`src/design/msem_pkg.sv`:
```
`default_nettype none
// ----------------------------------------------------------------------------
// msem_pkg: shared types and constants for the multi-unit semaphore
// Field widths, queue sizing, request decoding and the result status codes.
// ----------------------------------------------------------------------------
package msem_pkg;

    // Wait queue sizing
    localparam int QUEUE_DEPTH = 16;
    localparam int ID_BITS     = 8;
    localparam int PTR_W       = (QUEUE_DEPTH > 1) ? $clog2(QUEUE_DEPTH) : 1;
    localparam int FILL_W      = $clog2(QUEUE_DEPTH + 1);
    localparam int TAIL_SUM_W  = PTR_W + 1;

    // Request queue between front and back
    localparam int CMD_DEPTH   = 2;
    localparam int CMD_PTR_W   = (CMD_DEPTH > 1) ? $clog2(CMD_DEPTH) : 1;
    localparam int CMD_CNT_W   = $clog2(CMD_DEPTH + 1);

    // Field widths
    localparam int FUNC_W      = 2;
    localparam int CALLER_W    = 8;
    localparam int UNIT_W      = 16;
    localparam int CNT_W       = 32;
    localparam int THREAD_W    = 8;
    localparam int STATUS_W    = 2;
    localparam int S_DATA_W    = 24;
    localparam int S_USER_W    = 2;
    localparam int M_DATA_W    = 16;
    localparam int M_USER_W    = 1;

    // Request kinds as they arrive on the bus
    localparam logic [FUNC_W-1:0] FUNC_WAIT   = 2'd0;
    localparam logic [FUNC_W-1:0] FUNC_SIGNAL = 2'd1;
    localparam logic [FUNC_W-1:0] FUNC_CLOSE  = 2'd2;
    localparam logic [FUNC_W-1:0] FUNC_NONE   = 2'd3;

    // Result kinds
    localparam logic KIND_ANSWER  = 1'b0;
    localparam logic KIND_RELEASE = 1'b1;

    typedef enum logic [1:0] {
        OP_WAIT,
        OP_SIGNAL,
        OP_CLOSE,
        OP_NONE
    } op_t;

    typedef enum logic [STATUS_W-1:0] {
        ST_OK,
        ST_CLOSED,
        ST_BLOCKED,
        ST_FULL
    } status_t;

    // Classified request handed from front to back
    typedef struct packed {
        op_t                  op;
        logic                 zero;
        logic [CALLER_W-1:0]  caller;
        logic [UNIT_W-1:0]    units;
    } cmd_t;

endpackage : msem_pkg
`default_nettype wire

```
`src/design/msem_front.sv`:
```
`default_nettype none
// ----------------------------------------------------------------------------
// msem_front: request intake
// Accepts request words, decodes the kind and zero-unit case, and buffers
// the classified requests in a short queue for the execution back end.
// ----------------------------------------------------------------------------
module msem_front (
    input  wire logic                          aclk,
    input  wire logic                          aresetn,
    // request channel
    input  wire logic                          s_axis_tvalid,
    output logic                               s_axis_tready,
    input  wire logic [msem_pkg::S_DATA_W-1:0] s_axis_tdata,
    input  wire logic [msem_pkg::S_USER_W-1:0] s_axis_tuser,
    // classified requests to the back end
    output logic                               cmd_valid,
    output msem_pkg::cmd_t                     cmd,
    input  wire logic                          cmd_pop
);

    localparam int CallerW = msem_pkg::CALLER_W;
    localparam int UnitW   = msem_pkg::UNIT_W;
    localparam int CmdPtrW = msem_pkg::CMD_PTR_W;
    localparam int CmdCntW = msem_pkg::CMD_CNT_W;

    msem_pkg::cmd_t           queue_mem [msem_pkg::CMD_DEPTH];
    msem_pkg::cmd_t           in_cmd;
    logic [CmdPtrW-1:0]       wr_ptr_reg, wr_ptr_next;
    logic [CmdPtrW-1:0]       rd_ptr_reg, rd_ptr_next;
    logic [CmdCntW-1:0]       count_reg, count_next;
    logic                     push;
    logic                     pop;

    // Decode the incoming word
    always_comb begin
        in_cmd.caller = s_axis_tdata[CallerW-1:0];
        in_cmd.units  = s_axis_tdata[CallerW +: UnitW];
        in_cmd.zero   = (s_axis_tdata[CallerW +: UnitW] == '0);
        unique case (s_axis_tuser)
            msem_pkg::FUNC_WAIT:   in_cmd.op = msem_pkg::OP_WAIT;
            msem_pkg::FUNC_SIGNAL: in_cmd.op = msem_pkg::OP_SIGNAL;
            msem_pkg::FUNC_CLOSE:  in_cmd.op = msem_pkg::OP_CLOSE;
            msem_pkg::FUNC_NONE:   in_cmd.op = msem_pkg::OP_NONE;
        endcase
    end

    assign s_axis_tready = (count_reg < CmdCntW'(msem_pkg::CMD_DEPTH));
    assign push          = s_axis_tvalid && s_axis_tready;
    assign cmd_valid     = (count_reg != '0);
    assign pop           = cmd_pop && cmd_valid;
    assign cmd           = queue_mem[rd_ptr_reg];

    // Advance pointers and fill count
    always_comb begin
        wr_ptr_next = wr_ptr_reg;
        rd_ptr_next = rd_ptr_reg;
        if (push) begin
            wr_ptr_next = (wr_ptr_reg == CmdPtrW'(msem_pkg::CMD_DEPTH - 1)) ?
                          '0 : wr_ptr_reg + CmdPtrW'(1);
        end
        if (pop) begin
            rd_ptr_next = (rd_ptr_reg == CmdPtrW'(msem_pkg::CMD_DEPTH - 1)) ?
                          '0 : rd_ptr_reg + CmdPtrW'(1);
        end
        count_next = count_reg + CmdCntW'(push) - CmdCntW'(pop);
    end

    always_ff @(posedge aclk) begin
        if (!aresetn) begin
            wr_ptr_reg <= '0;
            rd_ptr_reg <= '0;
            count_reg  <= '0;
        end else begin
            wr_ptr_reg <= wr_ptr_next;
            rd_ptr_reg <= rd_ptr_next;
            count_reg  <= count_next;
        end
    end

    // Store the classified word
    always_ff @(posedge aclk) begin
        if (push) begin
            queue_mem[wr_ptr_reg] <= in_cmd;
        end
    end

endmodule : msem_front
`default_nettype wire

```
`src/design/msem_back.sv`:
```
`default_nettype none
// ----------------------------------------------------------------------------
// msem_back: semaphore execution
// Holds the unit counter, closed flag and the FIFO of waiting callers,
// executes one request at a time and drives the result register.
// ----------------------------------------------------------------------------
module msem_back (
    input  wire logic                          aclk,
    input  wire logic                          aresetn,
    // configuration
    input  wire logic                          cfg_wr_en,
    input  wire logic [msem_pkg::UNIT_W-1:0]   cfg_wr_data,
    // classified requests
    input  wire logic                          cmd_valid,
    input  wire msem_pkg::cmd_t                cmd,
    output logic                               cmd_pop,
    // result channel
    output logic                               m_axis_tvalid,
    input  wire logic                          m_axis_tready,
    output logic [msem_pkg::M_DATA_W-1:0]      m_axis_tdata,
    output logic [msem_pkg::M_USER_W-1:0]      m_axis_tuser,
    output logic                               m_axis_tlast
);

    localparam int PtrW     = msem_pkg::PTR_W;
    localparam int FillW    = msem_pkg::FILL_W;
    localparam int TailSumW = msem_pkg::TAIL_SUM_W;
    localparam int IdW      = msem_pkg::ID_BITS;
    localparam int UnitW    = msem_pkg::UNIT_W;
    localparam int CntW     = msem_pkg::CNT_W;
    localparam int ThreadW  = msem_pkg::THREAD_W;
    localparam int MDataW   = msem_pkg::M_DATA_W;

    typedef enum logic [1:0] {
        S_IDLE,
        S_EXEC,
        S_REL,
        S_GAP
    } state_t;

    // Waiter memory
    logic [IdW-1:0]          id_mem   [msem_pkg::QUEUE_DEPTH];
    logic [UnitW-1:0]        need_mem [msem_pkg::QUEUE_DEPTH];
    logic [IdW-1:0]          rd_id0_reg;
    logic [UnitW-1:0]        rd_need0_reg;
    logic [UnitW-1:0]        rd_need1_reg;
    logic                    wr_en;
    logic [PtrW-1:0]         tail;
    logic [TailSumW-1:0]     tail_sum;

    // Control state
    state_t                  state_reg, state_next;
    logic [CntW-1:0]         cnt_reg, cnt_next;
    logic                    closed_reg, closed_next;
    logic [PtrW-1:0]         head_reg, head_next;
    logic [PtrW-1:0]         head_inc;
    logic [FillW-1:0]        fill_reg, fill_next;
    msem_pkg::cmd_t          cmd_reg, cmd_next;
    logic                    rel_close_reg, rel_close_next;

    // Result register
    logic                    out_valid_reg, out_valid_next;
    logic                    out_kind_reg, out_kind_next;
    msem_pkg::status_t       out_status_reg, out_status_next;
    logic [ThreadW-1:0]      out_id_reg, out_id_next;
    logic                    out_last_reg, out_last_next;

    // Datapath
    logic                    out_free;
    logic [CntW:0]           sum_wide;
    logic [CntW-1:0]         sum_sat;
    logic [CntW-1:0]         units_wide;
    logic [CntW-1:0]         after_rel;
    logic                    more;
    logic                    rel;

    assign out_free   = !out_valid_reg || m_axis_tready;
    assign head_inc   = (head_reg == PtrW'(msem_pkg::QUEUE_DEPTH - 1)) ?
                        '0 : head_reg + PtrW'(1);
    assign tail_sum   = TailSumW'(head_reg) + TailSumW'(fill_reg);
    assign tail       = (tail_sum >= TailSumW'(msem_pkg::QUEUE_DEPTH)) ?
                        PtrW'(tail_sum - TailSumW'(msem_pkg::QUEUE_DEPTH)) :
                        PtrW'(tail_sum);
    assign units_wide = CntW'(cmd_reg.units);
    assign sum_wide   = (CntW + 1)'(cnt_reg) + (CntW + 1)'(cmd_reg.units);
    assign sum_sat    = sum_wide[CntW] ? '1 : sum_wide[CntW-1:0];
    assign after_rel  = cnt_reg - CntW'(rd_need0_reg);

    // Next-state logic of the sequencer
    always_comb begin
        state_next      = state_reg;
        cnt_next        = cnt_reg;
        closed_next     = closed_reg;
        head_next       = head_reg;
        fill_next       = fill_reg;
        cmd_next        = cmd_reg;
        rel_close_next  = rel_close_reg;
        out_valid_next  = out_valid_reg && !m_axis_tready;
        out_kind_next   = out_kind_reg;
        out_status_next = out_status_reg;
        out_id_next     = out_id_reg;
        out_last_next   = out_last_reg;
        cmd_pop         = 1'b0;
        wr_en           = 1'b0;
        rel             = 1'b0;
        more            = 1'b0;

        unique case (state_reg)
            S_IDLE: begin
                // take the next request from the queue
                if (cmd_valid) begin
                    cmd_pop    = 1'b1;
                    cmd_next   = cmd;
                    state_next = S_EXEC;
                end
            end

            S_EXEC: begin
                // execute the request and post its answer
                if (out_free) begin
                    out_status_next = msem_pkg::ST_OK;
                    unique case (cmd_reg.op)
                        msem_pkg::OP_NONE: begin
                        end
                        msem_pkg::OP_WAIT: begin
                            priority if (closed_reg) begin
                                out_status_next = msem_pkg::ST_CLOSED;
                            end else if (cmd_reg.zero) begin
                                out_status_next = msem_pkg::ST_OK;
                            end else if (cnt_reg >= units_wide) begin
                                cnt_next = cnt_reg - units_wide;
                            end else if (fill_reg ==
                                         FillW'(msem_pkg::QUEUE_DEPTH)) begin
                                out_status_next = msem_pkg::ST_FULL;
                            end else begin
                                wr_en           = 1'b1;
                                cnt_next        = '0;
                                fill_next       = fill_reg + FillW'(1);
                                out_status_next = msem_pkg::ST_BLOCKED;
                            end
                        end
                        msem_pkg::OP_SIGNAL: begin
                            if (closed_reg) begin
                                out_status_next = msem_pkg::ST_CLOSED;
                            end else if (!cmd_reg.zero) begin
                                cnt_next = sum_sat;
                                rel      = (fill_reg != '0) &&
                                           (sum_sat >= CntW'(rd_need0_reg));
                            end
                        end
                        msem_pkg::OP_CLOSE: begin
                            if (closed_reg) begin
                                out_status_next = msem_pkg::ST_CLOSED;
                            end else begin
                                closed_next = 1'b1;
                                rel         = (fill_reg != '0);
                                if (fill_reg == '0) begin
                                    head_next = '0;
                                end
                            end
                        end
                    endcase
                    rel_close_next = (cmd_reg.op == msem_pkg::OP_CLOSE);
                    out_valid_next = 1'b1;
                    out_kind_next  = msem_pkg::KIND_ANSWER;
                    out_id_next    = cmd_reg.caller;
                    out_last_next  = !rel;
                    state_next     = rel ? S_REL : S_IDLE;
                end
            end

            S_REL: begin
                // pop the head waiter and post its release
                if (out_free) begin
                    if (rel_close_reg) begin
                        more            = (fill_reg > FillW'(1));
                        head_next       = more ? head_inc : '0;
                        out_status_next = msem_pkg::ST_CLOSED;
                    end else begin
                        more            = (fill_reg > FillW'(1)) &&
                                          (after_rel >= CntW'(rd_need1_reg));
                        cnt_next        = after_rel;
                        head_next       = head_inc;
                        out_status_next = msem_pkg::ST_OK;
                    end
                    fill_next      = fill_reg - FillW'(1);
                    out_valid_next = 1'b1;
                    out_kind_next  = msem_pkg::KIND_RELEASE;
                    out_id_next    = ThreadW'(rd_id0_reg);
                    out_last_next  = !more;
                    state_next     = more ? S_GAP : S_IDLE;
                end
            end

            S_GAP: begin
                // let the head read settle on the new head
                state_next = S_REL;
            end
        endcase

        // load the counter from the register write
        if (cfg_wr_en) begin
            cnt_next = CntW'(cfg_wr_data);
        end
    end

    // Sequencer state and result register
    always_ff @(posedge aclk) begin
        if (!aresetn) begin
            state_reg     <= S_IDLE;
            cnt_reg       <= '0;
            closed_reg    <= 1'b0;
            head_reg      <= '0;
            fill_reg      <= '0;
            out_valid_reg <= 1'b0;
        end else begin
            state_reg      <= state_next;
            cnt_reg        <= cnt_next;
            closed_reg     <= closed_next;
            head_reg       <= head_next;
            fill_reg       <= fill_next;
            cmd_reg        <= cmd_next;
            rel_close_reg  <= rel_close_next;
            out_valid_reg  <= out_valid_next;
            out_kind_reg   <= out_kind_next;
            out_status_reg <= out_status_next;
            out_id_reg     <= out_id_next;
            out_last_reg   <= out_last_next;
        end
    end

    // Waiter memory: write at the tail, read the head and the entry after it
    always_ff @(posedge aclk) begin
        if (wr_en) begin
            id_mem[tail]   <= IdW'(cmd_reg.caller);
            need_mem[tail] <= cmd_reg.units - UnitW'(cnt_reg);
        end
        rd_id0_reg   <= id_mem[head_reg];
        rd_need0_reg <= need_mem[head_reg];
        rd_need1_reg <= need_mem[head_inc];
    end

    assign m_axis_tvalid = out_valid_reg;
    assign m_axis_tdata  = MDataW'({out_id_reg, out_status_reg});
    assign m_axis_tuser  = out_kind_reg;
    assign m_axis_tlast  = out_last_reg;

endmodule : msem_back
`default_nettype wire

```
`src/design/multi_unit_semaphore_with_fifo.sv`:
```
`default_nettype none
// ----------------------------------------------------------------------------
// multi_unit_semaphore_with_fifo: counting semaphore with a FIFO wait queue
// Takes wait, signal and close requests and returns answers and releases.
// ----------------------------------------------------------------------------
// Usage:
//   Requests enter on the s_axis channel; results leave on m_axis. Each
//   request yields one answer word (tuser 0) followed by one word per
//   released waiter (tuser 1); tlast marks the final word of a request.
//   The counter is loaded by a write on cfg_wr_en / cfg_wr_data, which the
//   user must issue only while no request is in flight; it is not enforced.
// Timing:
//   An idle block passes an accepted request through the request queue,
//   the command register and the result register. The execution sequencer
//   takes each request from the queue, executes it, then posts one release
//   per released waiter, with a gap state between consecutive releases for
//   the registered read of the waiter memory at the new head.
//   A two-word request queue lets the input keep accepting while the
//   sequencer works or the output is stalled.
// Reset:
//   aresetn low clears the counter, closed flag, wait queue and request
//   queue and drops m_axis_tvalid. A stalled receiver holds the result
//   word; the sequencer waits and the request queue fills, then deasserts
//   s_axis_tready.
// ----------------------------------------------------------------------------
module multi_unit_semaphore_with_fifo (
    input  wire logic                          aclk,
    input  wire logic                          aresetn,
    // configuration
    input  wire logic                          cfg_wr_en,
    input  wire logic [msem_pkg::UNIT_W-1:0]   cfg_wr_data,
    // requests
    input  wire logic                          s_axis_tvalid,
    output logic                               s_axis_tready,
    // [7:0] caller_id, [23:8] unit_count
    input  wire logic [msem_pkg::S_DATA_W-1:0] s_axis_tdata,
    // [1:0] func
    input  wire logic [msem_pkg::S_USER_W-1:0] s_axis_tuser,
    // results
    output logic                               m_axis_tvalid,
    input  wire logic                          m_axis_tready,
    // [1:0] status, [9:2] thread_id, [15:10] zero
    output logic [msem_pkg::M_DATA_W-1:0]      m_axis_tdata,
    // [0] kind
    output logic [msem_pkg::M_USER_W-1:0]      m_axis_tuser,
    output logic                               m_axis_tlast
);

    logic            cmd_valid;
    logic            cmd_pop;
    msem_pkg::cmd_t  cmd;

    msem_front u_front (
        .aclk          (aclk),
        .aresetn       (aresetn),
        .s_axis_tvalid (s_axis_tvalid),
        .s_axis_tready (s_axis_tready),
        .s_axis_tdata  (s_axis_tdata),
        .s_axis_tuser  (s_axis_tuser),
        .cmd_valid     (cmd_valid),
        .cmd           (cmd),
        .cmd_pop       (cmd_pop)
    );

    msem_back u_back (
        .aclk          (aclk),
        .aresetn       (aresetn),
        .cfg_wr_en     (cfg_wr_en),
        .cfg_wr_data   (cfg_wr_data),
        .cmd_valid     (cmd_valid),
        .cmd           (cmd),
        .cmd_pop       (cmd_pop),
        .m_axis_tvalid (m_axis_tvalid),
        .m_axis_tready (m_axis_tready),
        .m_axis_tdata  (m_axis_tdata),
        .m_axis_tuser  (m_axis_tuser),
        .m_axis_tlast  (m_axis_tlast)
    );

endmodule : multi_unit_semaphore_with_fifo
`default_nettype wire

```
`config.mk`:
```
export PLATFORM = sky130hd
export DESIGN_NAME = multi_unit_semaphore_with_fifo
export DESIGN_NICKNAME = d
export VERILOG_FILES = /design/src/design/msem_pkg.sv /design/src/design/msem_front.sv /design/src/design/msem_back.sv /design/src/design/multi_unit_semaphore_with_fifo.sv
export SDC_FILE = /design/constraint.sdc
export NUM_CORES = 1
export LEC_CHECK = 0
export BUFFER_PORTS_ARGS = -buffer_cell sky130_fd_sc_hd__buf_2
export CAP_MARGIN = 25
export CORE_ASPECT_RATIO = 2
export CORE_MARGIN = 2
export CORE_UTILIZATION = 40
export CTS_CLUSTER_SIZE = 28
export DETAILED_ROUTE_END_ITERATION = 16
export SETUP_SLACK_MARGIN = 0.15
export SLEW_MARGIN = 30
export SYNTH_ARGS = -nofsm -noshare
export SYNTH_HDL_FRONTEND = slang
export SYNTH_HIERARCHICAL = 1
export SYNTH_SLANG_ARGS = --single-unit
```
`constraint.sdc`:
```
create_clock -name aclk -period 5.8 [get_ports aclk]
set_input_delay 0.87 -clock aclk [delete_from_list [all_inputs] [get_ports aclk]]
set_output_delay 0.87 -clock aclk [all_outputs]
set_load 0.01 [all_outputs]
```
* Word level (Yosys, flattened, before mapping)
Memory sizes are Yosys's and may differ from the RTL's. A register that Yosys moved wholly into a read port is not among the register bits.
Index checks and enable logic that the tools add are counted.
** Storage, ports and cells
- Register bits :: 62
- RAM bits :: 438
- Input bits :: 47
- Output and inout port bits :: 20
- Word-level logic and storage cells :: 188
- Memories kept :: 3
** Cells by class
- Add/sub/neg operators :: 13
- $lt $le $gt $ge :: 6
- Equal/unequal tests :: 36
- Muxes and demuxes :: 83
- Bitwise operators :: 1
- Reduce and logical (&&, ||, !) cells :: 31
** Memories
- u_back.need_mem :: depth 16, bits a word 16, read ports 2, clocked after Yosys merged registers in 2, wr ports 1, RTL line msem_back.sv:43 : logic [UnitW-1:0] need_mem [msem_pkg::QUEUE_DEPTH];
- u_back.id_mem :: depth 16, bits a word 8, read ports 1, clocked after Yosys merged registers in 1, wr ports 1, RTL line msem_back.sv:42 : logic [IdW-1:0] id_mem [msem_pkg::QUEUE_DEPTH];
- u_front.queue_mem :: depth 2, bits a word 27, read ports 1, clocked after Yosys merged registers in 1, wr ports 1, RTL line msem_front.sv:26 : msem_pkg::cmd_t queue_mem [msem_pkg::CMD_DEPTH];
** Operators with widths (number)
- two-way mux 32 bit :: 10
- one-hot mux 32 bit (2 select lines) :: 2
- greater-or-equal comparator 32 x 16 -> 1 bit :: 3
- subtractor 32 x 16 -> 32 bit :: 2
- two-way mux 4 bit :: 9
- two-way mux 5 bit :: 7
- adder 32 x 16 -> 33 bit :: 1
- two-way mux 1 bit :: 32
- two-way mux 2 bit :: 10
- != test 4 bit, second input constant :: 5
- AND reduction 10 bit :: 2
- != test 3 bit, second input constant :: 6
- logical NOT 16 bit :: 1
- two-way mux 16 bit :: 1
- two-way mux 8 bit :: 2
- one-hot mux 2 bit (4 select lines) :: 2
- one-hot mux 8 bit (2 select lines) :: 1
- subtractor 16 bit :: 1
- != test 2 bit, second input constant :: 7
- AND reduction 3 bit :: 4
- == test 2 bit, second input constant :: 5
- one-hot mux 5 bit (2 select lines) :: 1
- != test 2 x 1 -> 1 bit, second input constant :: 4
- one-hot mux 2 bit (2 select lines) :: 2
- other kinds (32) :: 50

* Depth between registers and ports, before layout
- Word-level depth :: 12
- Depth in mapped cells :: 23
- Depth with buffers taken out :: 22

* Cells and area by module
Netlist, hierarchy kept.
** By module, submodules not included
- msem_back :: times used 1, cells each 1975, area an instance 26907.1 sq um, seq. area each 14433.8 sq um
- msem_front :: times used 1, cells each 118, area an instance 2243.4 sq um, seq. area each 1721.7 sq um

* Least setup slack after synthesis
Ideal clock, no wire load.
- Path type :: reg-to-reg
- From :: reg u_back.cnt_reg[0]
- To :: mem u_back/id_mem[0][0] (netlist bit) (enable)
- Setup time :: 0.435 ns
- Data arrival time :: 4.323 ns
- Required time :: 5.365 ns
- Slack :: 1.042 ns
- Cell stages (with the launch flop) :: 16
- Path buffers :: 1
- Clock period less this slack :: 4.758 ns
- Cell sequence :: dfxtp_1 -> inv_1 -> ha_1 -> inv_1 -> fa_1 -> a21o_1 -> a21oi_2 -> o21a_1 -> o31a_1 -> o211a_1 -> buf_6 -> nand3_1 -> or3_1 -> nor2b_1 -> nand2_1 -> nor3_1
** Between the ends
- Longest elaborated chain between the ends :: 9
** RTL lines
- start, declared :: RTL line msem_back.sv:53 : logic [CntW-1:0] cnt_reg, cnt_next;
- start signal, assigned :: RTL line msem_back.sv:218 : cnt_reg <= cnt_next;
- greater-or-equal comparator 32 x 16 -> 1 bit :: RTL line msem_back.sv:130 : end else if (cnt_reg >= units_wide) begin
- two-way mux 1 bit :: RTL line msem_back.sv:130
- two-way mux 1 bit :: RTL line msem_back.sv:128 : end else if (cmd_reg.zero) begin
- two-way mux 1 bit :: RTL line msem_back.sv:126 : priority if (closed_reg) begin
- two-way mux 1 bit :: RTL line msem_back.sv:122 : unique case (cmd_reg.op)
- two-way mux 1 bit :: RTL line msem_back.sv:120 : if (out_free) begin
- two-way mux 1 bit :: RTL line msem_back.sv:108 : unique case (state_reg)
- two-way mux 1 bit :: RTL line msem_back.sv:234 : if (wr_en) begin
- two-way mux 1 bit (not written as such) :: RTL line msem_back.sv:235 : id_mem[tail] <= IdW'(cmd_reg.caller);
- end, declared :: RTL line msem_back.sv:42
Every way passes these cells.

* Worst setup path in the final report
- From :: reg u_back.cnt_reg[1]
- To :: reg u_back.out_last_reg, in the netlist u_back/m_axis_tlast (data pin)
** Between the ends
- Longest elaborated chain between the ends :: 12
- Elaborated cells between the ends (all ways) :: 20
- Those cells by class :: 2 x add/sub; 2 x order compare; 12 x mux; 4 x reduce/logical
** RTL lines
- adder 32 x 16 -> 33 bit :: RTL line msem_back.sv:85 : assign sum_wide = (CntW + 1)'(cnt_reg) + (CntW + 1)'(cmd_reg.units);
- two-way mux 32 bit :: RTL line msem_back.sv:86 : assign sum_sat = sum_wide[CntW] ? '1 : sum_wide[CntW-1:0];
- greater-or-equal comparator 32 x 16 -> 1 bit :: RTL line msem_back.sv:148 : (sum_sat >= CntW'(rd_need0_reg));
- logical AND 1 bit :: RTL line msem_back.sv:147 : rel = (fill_reg != '0) &&
- two-way mux 1 bit :: RTL line msem_back.sv:145 : end else if (!cmd_reg.zero) begin
- two-way mux 1 bit :: RTL line msem_back.sv:143 : if (closed_reg) begin
- one-hot mux 1 bit (2 select lines) :: RTL line msem_back.sv:122
- two-way mux 1 bit :: RTL line msem_back.sv:120
- two-way mux 1 bit :: RTL line msem_back.sv:108
- logical NOT 1 bit :: RTL line msem_back.sv:167 : out_last_next = !rel;
- two-way mux 1 bit :: RTL line msem_back.sv:120
- one-hot mux 1 bit (2 select lines) (*) :: RTL line msem_back.sv:108
- named net u_back.out_last_next :: RTL line msem_back.sv:66 : logic out_last_reg, out_last_next;
- end signal, assigned :: RTL line msem_back.sv:228 : out_last_reg <= out_last_next;
- end, declared :: RTL line msem_back.sv:66
The timed path passes the listed nets; every way through them passes the cells marked *. The select of a mux whose other input is x is not followed.
A chain may end at the register's enable or synchronous reset.

==> qor.csv <==
metric,value,unit
vias_per_cell,6.19,
worst_slew_pin_slew,1070,ps
numCtsBuffers,48,
grt_pass1_vias,20300,
synthesis.area,29200,µm²
synth_seq_cells,568,
crit_type,flop to flop,
drc,0,
p_leak,0.0113,µW
start_util,40.2,%
clk_pin_slew_worst_paths,70,ps
slew_headroom,27.8,%
cts.sinks,568,
startpoint,u_back/cnt_reg[1]$_SDFFE_PN0P_,
ios,67,
antenna_found_initial,11,
ant_nets,0,
grt_pass1_wl,135,mm
setup_violations,0,
synth.area.top_cells,"edfxtp_1, mux4_2, dfxtp_1",
syn_area_per_cell,13.9,µm²
cts_buffer_depth,3,
rrSetupSlack,310,ps
crit_family,compound AO/OA/AOI/OAI gates,
synth_area_leader_cell,edfxtp_1,
fin_nets,2329,
worstRegToRegCells,20,
drive_gt1_share,24.2,%
worst_hold_path_type,input port to flop,
peakVddDrop,0.233,mV
worstPathCellList,buf_4 -> ha_1 -> nor2b_1 -> o31ai_2 -> a21oi_1 -> o21ai_1 -> nand2b_1 -> a211oi_1 -> nor3_2 -> ha_1 -> a21o_1 -> a21o_1 -> a2111oi_1 -> nor2_1 -> nor4_1 -> o21ai_1 -> nor4b_2 -> nand4_1 -> o31ai_4 -> o21a_1,
coreArea,72500,µm²
fin_crit,5490,ps
overflow,0,
synth_top_area_share,49.2,%
timing.setup.tns,0,ps
hold_ws,453,ps
grt_start_max_net_pins,101,
cp_num_buf_inv,1,
grt_setup_unrepaired,false,
ys.flop_type,edfxtp_1,
start_kind,flop,
wl,93.0,mm
r2r_end,u_back/m_axis_tlast$_DFFE_PP_,
cts-root-buf,clkbuf_16,
largest_reg_flops,256,
synth_edf_count,478,
synth_cells,2093,
rows,140,
path_depth,20,
area.growth.synth_to_final,12.7,%
worstHoldStart,s_axis_tuser[1],
largestRegisters,"u_back/need_mem (256), u_back/id_mem (128), u_front/queue_mem (54)",
setup_slack,313,ps
cp_slowest_cell,nand4_1,
cts_tree,built,
first_iter_violations,1535,
worstPathArrival,5960,ps
max_stage_delay,560,ps
maxCapViolCount,0,
h-tree-depth,2,
yosysSeqAreaShare,55.4,%
finalCritPeriodShare,94.6,%
die_h,386,µm
clock_latency,610,ps
async_reset_ff_share,0,%
design.die.area,75200,µm²
hold_buffers,0,
timing.fmax,0.182,GHz
power_density,381,nW/µm²
synth_commonest_cells,"edfxtp_1, mux4_2, nor2_1, a21oi_1, ha_1",
yosysMostFrequentCell,edfxtp_1,
top_register,u_back/need_mem,
synth_warnings,6,
critPathCapture,u_back/m_axis_tlast$_DFFE_PP_,
worstReg2RegStart,u_back/cnt_reg[1]$_SDFFE_PN0P_,
grtUsageTotal,24.9,%
io_buffer_count,60,
drt_first_pass_iters,5,
status,finished clean,
dp_slack,214,ps
worstPathRequired,6280,ps
finalMaxSlewViolations,0,
crit_fanout,7,
hpwl,63.3,mm
place.gp.congestion,1.05,
avgRoutedWirePerCell,29.7,µm
hold_violations,0,
fp.dieW,195,µm
synthDistinctLibCells,92,
crit_path_end_kind,flop,
finClkSkew,22.2,ps
num_vias,19400,
## kinds of logic after synthesis
group	after synthesis	synth area share (%)
flip-flops	568	55.4
AND/OR/NAND/NOR	452	7.71
AO/OA/AOI/OAI	405	9.13
multiplexers	241	17.0
buffers and inverters	234	3.30
adder cells (fa/ha/maj)	117	5.15
XOR/XNOR	75	2.25
other	1	0.0129
## per-layer routing
layer  part of all wire, %  vias to the layer above  global-route usage, %
li1                      -                     8317                      -
met1                    32                     9830                   24.2
met2                    52                      826                   45.0
met3                   6.0                      403                   5.18
met4                    10                        8                   21.3
met5                 0.057                        -                      0
## stage by stage
step | std cells | power [µW] | utilization, % | instance area (µm²)
after CTS | 3125 | 12400 | 45.0 | 32700
after global placement | 3034 | 8890 | 42.7 | 30900
after detailed placement | 3035 | 8980 | 42.8 | 31000
after floorplan | 2098 | 7570 | - | 29200
final | 3133 | 12500 | 45.3 | 32800
after global routing | 3130 | 13000 | 45.3 | 32800
## worst min path at each step
stage	depth (start not counted)	slack [ps]	to
2_1_floorplan	1	500	u_back/cmd_reg[26]$_DFFE_PP_
4_1_cts	1	420	u_front/queue_mem[1][26]$_DFFE_PP_
3_5_place_dp	1	520	u_back/cmd_reg[26]$_DFFE_PP_
5_1_grt	1	430	u_front/queue_mem[1][26]$_DFFE_PP_
3_3_place_gp	1	510	u_back/out_id_reg[1]$_DFFE_PP_
6_report	1	450	u_front/queue_mem[1][26]$_DFFE_PP_
## what timing repair did
action	CTS	global route
hold endpoints to repair	0	0
gates resized for setup	0	19
setup endpoints to repair	0	3
setup buffers	0	1
## report_power, final
part	total, µW	switching, µW	internal (µW)
clock	3390	1540	1860
combinational	3900	2650	1240
sequential	5210	176	5040
## placed cells by master (no fill, tap or decap), types with 7 or more instances in the layout
cell type	Yosys	routed
and3_1	11	10
a211oi_1	20	16
mux2_2	35	35
nor2b_1	19	18
o21ai_0	84	82
nand4_1	18	18
mux4_2	200	200
a22oi_1	11	11
dfxtp_1	90	86
ha_1	112	110
nor2_1	132	114
nor3_1	49	44
a21o_1	24	24
nand2b_1	22	22
inv_1	104	104
nor2_4	0	12
a21oi_1	117	116
o31ai_1	11	10
clkbuf_8	0	7
clkbuf_1	70	13
buf_12	0	9
a221oi_1	7	7
nand3_1	32	32
o211ai_1	8	8
or3_1	10	10
xnor2_1	54	46
xnor2_2	0	7
buf_2	17	60
buf_4	8	71
xor2_1	21	19
o21a_1	21	21
a31oi_1	12	11
edfxtp_1	478	478
nor4_1	20	20
nand2_1	93	93
inv_6	0	7
and2_1	14	14
clkbuf_16	0	49
## worst reg2reg max path, cell delays in order (launching register included)
cell and delay, ps:
dfxtp_1 310, buf_4 170, ha_1 270, nor2b_1 150, o31ai_2 270, a21oi_1 150, o21ai_1 330, nand2b_1 100
a211oi_1 310, nor3_2 110, ha_1 300, a21o_1 180, a21o_1 170, a2111oi_1 500, nor2_1 80, nor4_1 270
o21ai_1 180, nor4b_2 310, nand4_1 560, o31ai_4 460, o21a_1 170
## cell type report
type	instances	area [µm²]
diodes	5	12.5
clock buffers	69	1370
clock inverters	21	274
flip-flops and latches	568	16200
repair buffers	142	1050
multi-input cells	1296	12400
inverters	109	409
fillers	6480	39700
well taps	923	1150
Note: power is estimated with default switching activity, not from simulation.
